**src/sv/ovl_pkg.sv**
```systemverilog
// shared types and constants for the ordered value list
package ovl_pkg;

  localparam int DATA_W       = 32;
  localparam int COUNT_W      = 5;
  localparam int CAPACITY_DEF = 16;

  typedef enum logic [1:0] {
    OP_APPEND = 2'd0,
    OP_DELETE = 2'd1,
    OP_SEARCH = 2'd2
  } ovl_op_e;

  typedef enum logic [1:0] {
    ST_DONE = 2'd0,
    ST_MISS = 2'd1,
    ST_FULL = 2'd2
  } ovl_status_e;

  // token that walks down the chain of cells
  typedef struct packed {
    logic vld;
    logic found;
  } ovl_tok_t;

endpackage

```
**src/sv/ovl_cell.sv**
```systemverilog
// one cell of the list: holds one entry and passes the operation token on
module ovl_cell #(
  parameter int IDX   = 0,
  parameter int CNT_W = 5
) (
  input  logic                                clk_i,
  input  logic                                rst_ni,
  input  ovl_pkg::ovl_tok_t                   tok_i,
  input  ovl_pkg::ovl_op_e                    op_i,
  input  logic signed [ovl_pkg::DATA_W-1:0]   value_i,
  input  logic [CNT_W-1:0]                    count_i,
  input  logic signed [ovl_pkg::DATA_W-1:0]   next_entry_i,
  output ovl_pkg::ovl_tok_t                   tok_o,
  output logic signed [ovl_pkg::DATA_W-1:0]   entry_o
);
  import ovl_pkg::*;

  localparam logic [CNT_W-1:0] IDX_C = CNT_W'(IDX);

  logic signed [DATA_W-1:0] entry_q, entry_d;
  ovl_tok_t                 tok_q, tok_d;
  logic                     held;
  logic                     match;

  assign held  = IDX_C < count_i;
  assign match = held && (entry_q == value_i);

  always_comb begin
    entry_d   = entry_q;
    tok_d.vld = tok_i.vld;
    tok_d.found = tok_i.found;
    if (tok_i.vld) begin
      unique case (op_i)
        OP_APPEND: begin
          if (IDX_C == count_i) begin
            entry_d = value_i;
          end
        end
        OP_DELETE: begin
          // everything from the first match onward moves down one cell
          if (tok_i.found || match) begin
            entry_d = next_entry_i;
          end
          tok_d.found = tok_i.found || match;
        end
        OP_SEARCH: begin
          tok_d.found = tok_i.found || match;
        end
        default: begin
        end
      endcase
    end
  end

  always_ff @(posedge clk_i) begin
    entry_q <= entry_d;
  end

  always_ff @(posedge clk_i or negedge rst_ni) begin
    if (!rst_ni) begin
      tok_q <= '0;
    end else begin
      tok_q <= tok_d;
    end
  end

  assign tok_o   = tok_q;
  assign entry_o = entry_q;

endmodule

```
**src/sv/ordered_value_list_core.sv**
```systemverilog
// ordered value list: bounded list of signed values kept in a chain of cells
//
// one command channel: an item (operation_i, value_i) is taken at a rising
// edge with start_i high and busy_o low. operations: append at the tail,
// delete the earliest equal entry (later entries keep their order), search.
// each item gives one result on status_o and count_o, shown for exactly one
// cycle with done_o high; the receiver cannot stall, so it must take it then.
// the item token is registered in tok_q, walks through the CAPACITY cells,
// registered in each, and the result is registered with done_o; busy_o is
// high until then. a new item is not taken while one is in the chain; busy_o
// drops in the cycle of done_o, so the next item may be taken right there.
// an append to a full list leaves it unchanged and reports full.
// reset empties the list (count zero); entry contents are not cleared.
// count_o holds the entry count after the last operation.
module ordered_value_list_core #(
  parameter int CAPACITY = ovl_pkg::CAPACITY_DEF
) (
  input  logic                              clk_i,
  input  logic                              rst_ni,
  input  logic                              start_i,
  output logic                              busy_o,
  input  logic [1:0]                        operation_i,
  input  logic signed [ovl_pkg::DATA_W-1:0] value_i,
  output logic                              done_o,
  output logic [1:0]                        status_o,
  output logic [ovl_pkg::COUNT_W-1:0]       count_o
);
  import ovl_pkg::*;

  localparam int CNT_W = $clog2(CAPACITY + 1);
  localparam int EXT_W = (CNT_W > COUNT_W) ? CNT_W : COUNT_W;
  localparam logic [CNT_W-1:0] CAP_C = CNT_W'(CAPACITY);

  logic                     busy_q, busy_d;
  logic                     done_q, done_d;
  ovl_tok_t                 tok_q;
  ovl_op_e                  op_q;
  logic signed [DATA_W-1:0] value_q;
  logic [CNT_W-1:0]         count_q, count_d;
  ovl_status_e              status_q, status_d;
  logic                     accept;

  ovl_tok_t                 tok_w   [CAPACITY+1];
  logic signed [DATA_W-1:0] entry_w [CAPACITY+1];
  logic [EXT_W-1:0]         count_ext;

  assign accept = start_i && !busy_q;

  assign tok_w[0]          = tok_q;
  assign entry_w[CAPACITY] = '0;

  for (genvar g = 0; g < CAPACITY; g++) begin : g_cell
    ovl_cell #(
      .IDX   (g),
      .CNT_W (CNT_W)
    ) u_cell (
      .clk_i        (clk_i),
      .rst_ni       (rst_ni),
      .tok_i        (tok_w[g]),
      .op_i         (op_q),
      .value_i      (value_q),
      .count_i      (count_q),
      .next_entry_i (entry_w[g+1]),
      .tok_o        (tok_w[g+1]),
      .entry_o      (entry_w[g])
    );
  end

  // result once the token leaves the last cell
  always_comb begin
    busy_d   = busy_q;
    done_d   = 1'b0;
    count_d  = count_q;
    status_d = status_q;
    if (accept) begin
      busy_d = 1'b1;
    end
    if (tok_w[CAPACITY].vld) begin
      busy_d   = 1'b0;
      done_d   = 1'b1;
      status_d = ST_MISS;
      unique case (op_q)
        OP_APPEND: begin
          if (count_q >= CAP_C) begin
            status_d = ST_FULL;
          end else begin
            status_d = ST_DONE;
            count_d  = count_q + CNT_W'(1);
          end
        end
        OP_DELETE: begin
          if (tok_w[CAPACITY].found) begin
            status_d = ST_DONE;
            count_d  = count_q - CNT_W'(1);
          end
        end
        OP_SEARCH: begin
          if (tok_w[CAPACITY].found) begin
            status_d = ST_DONE;
          end
        end
        default: begin
        end
      endcase
    end
  end

  always_ff @(posedge clk_i or negedge rst_ni) begin
    if (!rst_ni) begin
      busy_q   <= 1'b0;
      done_q   <= 1'b0;
      tok_q    <= '0;
      count_q  <= '0;
      status_q <= ST_MISS;
    end else begin
      busy_q    <= busy_d;
      done_q    <= done_d;
      tok_q.vld <= accept;
      tok_q.found <= 1'b0;
      count_q   <= count_d;
      status_q  <= status_d;
    end
  end

  always_ff @(posedge clk_i) begin
    if (accept) begin
      op_q    <= ovl_op_e'(operation_i);
      value_q <= value_i;
    end
  end

  assign count_ext = EXT_W'(count_q);
  assign busy_o    = busy_q;
  assign done_o    = done_q;
  assign status_o  = status_q;
  assign count_o   = count_ext[COUNT_W-1:0];

  a_done_not_busy: assert property (@(posedge clk_i) disable iff (!rst_ni)
    done_o |-> !busy_o)
    else $error("result shown while busy");

  a_accept_busy: assert property (@(posedge clk_i) disable iff (!rst_ni)
    (start_i && !busy_o) |=> (busy_o && !done_o))
    else $error("accepted item did not make the block busy");

  a_count_bound: assert property (@(posedge clk_i) disable iff (!rst_ni)
    count_q <= CAP_C)
    else $error("entry count above capacity");

  a_full_count: assert property (@(posedge clk_i) disable iff (!rst_ni)
    (done_o && status_q == ST_FULL) |-> (count_q == CAP_C))
    else $error("full reported with room left");

endmodule
```
**config.mk**
```make
export PLATFORM = sky130hd
export DESIGN_NAME = ordered_value_list_core
export DESIGN_NICKNAME = d
export VERILOG_FILES = /design/src/sv/ovl_pkg.sv /design/src/sv/ovl_cell.sv /design/src/sv/ordered_value_list_core.sv
export SDC_FILE = /design/constraint.sdc
export NUM_CORES = 1
export LEC_CHECK = 0
export ABC_AREA = 1
export BUFFER_PORTS_ARGS = -buffer_cell sky130_fd_sc_hd__buf_2
export CAP_MARGIN = 25
export CORE_ASPECT_RATIO = 1.4
export CORE_MARGIN = 2
export CORE_UTILIZATION = 61
export DETAILED_ROUTE_END_ITERATION = 12
export PLACE_DENSITY = 0.78
export RECOVER_POWER = 25
export SLEW_MARGIN = 20
export SYNTH_ARGS = -nofsm -noshare
export SYNTH_HDL_FRONTEND = slang
export SYNTH_SLANG_ARGS = --single-unit
```
**constraint.sdc**
```tcl
create_clock -name clk_i -period 10.2 [get_ports clk_i]
set_input_delay 2.04 -clock clk_i [delete_from_list [all_inputs] [get_ports clk_i]]
set_output_delay 2.04 -clock clk_i [all_outputs]
set_load 0.02 [all_outputs]
```
* Word level (Yosys, flattened, before mapping)
Cells that the tools add are included.
** Storage, ports and cells
- Logic and storage cells :: 285
- Output and inout bits :: 9
- Input port bits :: 37
- Register bits after elaboration :: 588
** Cells by class
- Muxes and demuxes :: 89
- Reduce and logical (&&, ||, !) cells :: 55
- $lt $le $gt $ge :: 17
- Add/sub/neg operators :: 2
- Equality and inequality tests :: 67
** Operators by type and width (count)
- 2-to-1 mux 32 bit :: 32
- one-hot mux 32 bit (2 select lines) :: 16
- == test 32 bit :: 16
- AND reduction 4 bit :: 17
- inequality test 2 x 1 -> 1 bit (second input constant) :: 33
- == test 4 x 5 -> 1 bit (first input constant) :: 8
- less-than comparator 4 x 5 -> 1 bit (first input constant) :: 8
- 2-to-1 mux 1 bit :: 36
- == test 3 x 5 -> 1 bit (first input constant) :: 4
- less-than comparator 3 x 5 -> 1 bit (first input constant) :: 4
- logical AND 1 bit :: 17
- logical OR 1 bit :: 15
- == test 2 x 5 -> 1 bit (first input constant) :: 2
- less-than comparator 1 x 5 -> 1 bit (first input constant) :: 2
- less-than comparator 2 x 5 -> 1 bit (first input constant) :: 2
- 2-to-1 mux 5 bit :: 2
- one-hot mux 5 bit (2 select lines) :: 1
- adder 5 x 1 -> 5 bit (second input constant) :: 1
- == test 1 x 5 -> 1 bit (first input constant) :: 1
- greater-or-equal comparator 5 bit (second input constant) :: 1
- logical NOT 5 bit :: 1
- subtractor 5 x 1 -> 5 bit (second input constant) :: 1
- one-hot mux 2 bit (2 select lines) :: 1
- nonzero test 2 bit :: 2
- other kinds (7) :: 7

* Longest topological paths before layout
- Depth in word-level cells :: 5
- Mapped depth :: 12
- Gate-level depth less buffers :: 10

* Cells and area by module
Synthesis repeated with hierarchy kept, for this count alone.
** Unflattened totals
- Cell total of the unflattened synthesis :: 3952
- Area total of the unflattened synthesis :: 33015.4 µm²
** By module, submodules not included
- ovl_cell (g_cell[1].u_cell ...) :: seq. area each 1011.0 µm², cells an instance 226, area an instance 1918.1 µm², times used 2
- ovl_cell (g_cell[0].u_cell ...) :: seq. area each 1011.0 µm², cells an instance 223, area an instance 1913.1 µm², times used 2
- ovl_cell (g_cell[8].u_cell) :: seq. area each 1011.0 µm², cells an instance 280, area an instance 2069.5 µm², times used 1
- ovl_cell (g_cell[15].u_cell) :: seq. area each 1011.0 µm², cells an instance 271, area an instance 2049.5 µm², times used 1
- ovl_cell (g_cell[9].u_cell) :: seq. area each 1011.0 µm², cells an instance 270, area an instance 2030.7 µm², times used 1
- ovl_cell (g_cell[7].u_cell) :: seq. area each 1011.0 µm², cells an instance 262, area an instance 2026.9 µm², times used 1
- ovl_cell (g_cell[12].u_cell) :: seq. area each 1011.0 µm², cells an instance 236, area an instance 1970.6 µm², times used 1
- ovl_cell (g_cell[5].u_cell) :: seq. area each 1011.0 µm², cells an instance 235, area an instance 1965.6 µm², times used 1
- ovl_cell (g_cell[4].u_cell) :: seq. area each 1011.0 µm², cells an instance 236, area an instance 1944.4 µm², times used 1
- ovl_cell (g_cell[10].u_cell) :: seq. area each 1011.0 µm², cells an instance 236, area an instance 1941.9 µm², times used 1
- ovl_cell (g_cell[13].u_cell) :: seq. area each 1011.0 µm², cells an instance 233, area an instance 1939.4 µm², times used 1
- ovl_cell (g_cell[14].u_cell) :: seq. area each 1011.0 µm², cells an instance 229, area an instance 1921.8 µm², times used 1
- ovl_cell (g_cell[6].u_cell) :: seq. area each 1011.0 µm², cells an instance 229, area an instance 1916.8 µm², times used 1
- ovl_cell (g_cell[2].u_cell) :: seq. area each 1011.0 µm², cells an instance 225, area an instance 1911.8 µm², times used 1
- ordered_value_list_core :: seq. area each 1272.5 µm², cells an instance 112, area an instance 1664.1 µm², times used 1

* Worst setup path after synthesis
No wires, ideal clock.
- Kind :: in2reg
- Start :: in start_i
- End :: reg op_q[0], enable pin
- Stages :: 2
- Library setup time :: 0.427 ns
- Slack :: 6.236 ns
- Data arrival time :: 3.537 ns
- Cells stage by stage :: inv_1 nor2_1
** Between the ends
- Cells in the longest elaborated chain, start to end :: 1
** RTL lines
- start, declared :: RTL line ordered_value_list_core.sv:20 : input logic start_i,
- logical AND 1 bit :: RTL line ordered_value_list_core.sv:47 : assign accept = start_i && !busy_q;
- via accept :: RTL line ordered_value_list_core.sv:41 : logic accept;
- end signal, assigned :: RTL line ordered_value_list_core.sv:127 : op_q <= ovl_op_e'(operation_i);
- end, declared :: RTL line ordered_value_list_core.sv:37 : ovl_op_e op_q;
The timed path passes the listed nets, and every way through them passes these cells.
A chain may end at the register's enable or synchronous reset.

* Worst setup path after layout
- Start :: reg op_q[1]
- End :: reg g_cell[9].u_cell.entry_q[24], data pin
** Between the ends
- Cells in the longest elaborated chain, start to end :: 2
- Elaborated cells between the ends (all ways) :: 3
- Those cells by class :: eq/ne: 1; mux: 1; reduce/logical: 1
** RTL lines
- == test 2 x 1 -> 1 bit or logical NOT 2 bit (tied branches) :: RTL line ovl_cell.sv:33 : unique case (op_i)
- one-hot mux 32 bit (2 select lines) * :: RTL line ovl_cell.sv:33
- end signal, assigned :: RTL line ovl_cell.sv:56 : entry_q <= entry_d;
- end, declared :: RTL line ovl_cell.sv:20 : logic signed [DATA_W-1:0] entry_q, entry_d;
Mark *: on every way between the ends. The rest lies on a longest branch, timed or not.

==> results.cfg <==
[logic_synthesis]
yosysTopAreaCellShare_pct = 53.6
syn_inst = 3294
synth_cell_types = 38
synth-main-ff-cell = edfxtp_1
syn_area_sq_um = 30600
synth-seq-cells = 588
synth_area_leaders = edfxtp_1, nand2_1, xnor2_1
synth_nets = 3338
async_reset_ff_share_pct = 7.14
yosysSeqAreaShare_pct = 57.1
yosysWarnings = 0
synth_edf_count = 546
postSynthAreaPerCell_sq_um = 9.28
synth_area_leader_cell = edfxtp_1

[status]
status = complete, but fails checks
failed_checks = capacitance limit, slew limit

[timing]
skew_ns = 0.0198
rsz0062_at_grt = false
min_period_ns = 6.68
worst_pin_slew_ns = 3.30
slew_viol_final = 186
fmax_mhz = 150
relSlewSlack_pct = -120
setup_viol = 0
hold_viol = 0
fin_crit_sh_pct = 65.5
finalSetupTns_ns = 0

[global_route]
grt_usage_pct = 39.0
grt_pass1_wl_um = 147000
grt_overflow = 0
grt_pass1_vias = 22672
grt_max_degree = 179
antenna_found_initial = 1

[detailed_routing]
postRouteAntennaNets = 0
viasPerCell = 5.96
first_pass_iters = 7
wirelength_um = 102000
vias = 23517
drc_errors = 0
drtIter0Drc = 2836
wl_per_cell_um = 25.7

[floorplan]
io-pin-count = 46
core-area_sq_um = 49800
rows = 97
die_h_um = 269
initial_core_util_pct = 61.5
dieArea_sq_um = 52000
die_w_um = 193

[placed_design]
dp_hpwl_um = 71000
port_buffers = 45
gp_congestion = 1.07

[cts]
cts_tree = done
ctsRootBufferMaster = clkbuf_16
post_cts_buffers = 0
postCtsHoldBufs = 0
clock_path_buffers = 3
cts_made_buffers = 56
clock-sinks = 588
htreeDepth = 2
cts_resized = 0
insertion_delay_ns = 0.64
path_clk_slew_ns = 0.07

[setup_path]
critical_path_buf_inv_count = 4
crit_fanout = 72
cpPeakStageDelay_ns = 2.41
crit_path_start_kind = flop
cp.required_ns = 10.53
cp_top_family = buffers and inverters
crit_type = reg2reg
cpMostUsedCell = inv_1
cp.arrival_ns = 7.01
crit_chain = inv_1 > ha_1 > clkbuf_1 > buf_4 > nor2_1 > inv_1 > o21ai_0
endpoint_kind = flop
cpMaxStageDelayCell = clkbuf_1

[hold_path]
hold_path_class = reg2reg

[pwr]
total_power_mw = 4.87
ir_drop_v = 0.000133
total_leakage_power_nw = 13.2
p_per_area_nw_per_um2 = 149

[finish]
area.growth.synth_to_final_pct = 6.60
layout.nets = 3304
drive_gt1_share_pct = 5.42
nFillCells = 3994

[run]
maxCapViolations = 4
-- metrics by stage --
stage,area (sq um),cells,util [%],hold slack [ns],worst slack [ns]
6_report,32600,3949,65.5,0.402,3.52
5_1_grt,32600,3948,65.5,0.408,3.28
4_1_cts,32600,3947,65.6,0.402,6.11
3_5_place_dp,30800,3844,61.9,0.392,6.13
3_3_place_gp,30800,3844,61.9,0.379,6.20
2_1_floorplan,30600,3294,-,0.375,6.24
-- power breakdown --
part	leakage (nW)	internal, mW	switching (mW)
logic	6.84	0.0251	0.0597
clock network	0.885	1.20	0.957
registers	5.50	2.62	0.0150
-- path summary, 6_finish.rpt --
kind / start / end / slack [ns] / cells after the start
setup / recovery: op_q[1] / g_cell[9].u_cell.entry_o[24] / 3.52 / 7
hold / removal: g_cell[0].u_cell.tok_o[1] / g_cell[1].u_cell.tok_o[1] / 0.40 / 0
setup reg to reg: op_q[1] / g_cell[9].u_cell.entry_o[24] / 3.52 / 7
hold reg to reg: g_cell[0].u_cell.tok_o[1] / g_cell[1].u_cell.tok_o[1] / 0.40 / 0
max in group asynchronous: rst_ni / g_cell[10].u_cell.tok_o[1] / 6.64 / 2
min in group asynchronous: rst_ni / status_o[1] / 1.40 / 1
-- cells by family (layout without fill, tap and decap cells) --
group,Yosys count,after routing,synth area share (%)
adder cells (fa/ha/maj),7,7,0.286
AO/OA/AOI/OAI,251,251,4.42
AND/OR/NAND/NOR,1647,1647,20.8
flip-flops,588,588,57.1
other,0,1,0
buffers and inverters,460,471,7.59
XOR/XNOR,341,341,9.82
-- worst register-to-register path: stages, from the launching register on --
cell and delay [ns]:
edfxtp_1 0.37, inv_1 0.09, ha_1 1.56, clkbuf_1 2.44, buf_4 0.96, nor2_1 0.18
inv_1 0.54, o21ai_0 0.25
-- area by class of cell --
type / count / area (sq um) / area share [%]
diodes: 1 / 2.50 / 0.00768
inverters: 295 / 1110 / 3.40
clock buffers: 65 / 1460 / 4.47
flip-flops and latches: 588 / 17400 / 53.5
repair buffers: 73 / 432 / 1.32
well taps: 643 / 805 / 2.47
clock inverters: 38 / 362 / 1.11
multi-input cells: 2246 / 11000 / 33.7
-- synth_stat cells (2+ instances only) --
cell type  number
inv_1         283
nor3_1          8
nand3_1        58
xor2_1         55
o22ai_1        17
a21oi_2         2
buf_6          56
o21ai_0       191
inv_2          11
nor2_1        257
o21bai_2        2
nand3b_1        2
xnor2_1       284
nand2_1      1283
buf_2          64
edfxtp_1      546
nand4_1        35
buf_4          22
xnor2_2         2
dfrtp_1        41
clkbuf_1       22
o21bai_1       13
a21oi_1        19
ha_1            7
-- layout by cell type, fill, tap and decap left out, drive strengths merged, types with 2 or more instances in the layout --
cell type	netlist	routed
o22ai	17	17
inv	294	295
nand3b	2	2
xnor2	286	286
ha	7	7
a21oi	21	21
xor2	55	55
nor3	8	8
nor2	258	258
buf	143	66
nand3	58	58
nand2	1283	1283
edfxtp	546	546
bufinv	0	7
clkbuf	22	72
nand4	35	35
clkinv	1	27
dfrtp	41	41
clkinvlp	0	4
o21ai	192	192
o21bai	15	15
-- layer usage --
layer	track usage, %	part of all wire [%]	wire length (um)	up-vias
met1	47.8	35	35900	11267
met5	0	0.013	13	-
met3	6.98	9.4	9590	346
met2	63.0	47	47300	1484
li1	-	-	-	10418
met4	28.0	8.7	8810	2
-- state kept, by name, indices dropped and copies added (netlist names), 2 cells and up --
register               cells
value_q                   32
g_cell.u_cell.entry_o    512
status_o                   2
g_cell.u_cell.tok_o       32
count_o                    5
op_q                       2
(Power assumes the default switching activity.)
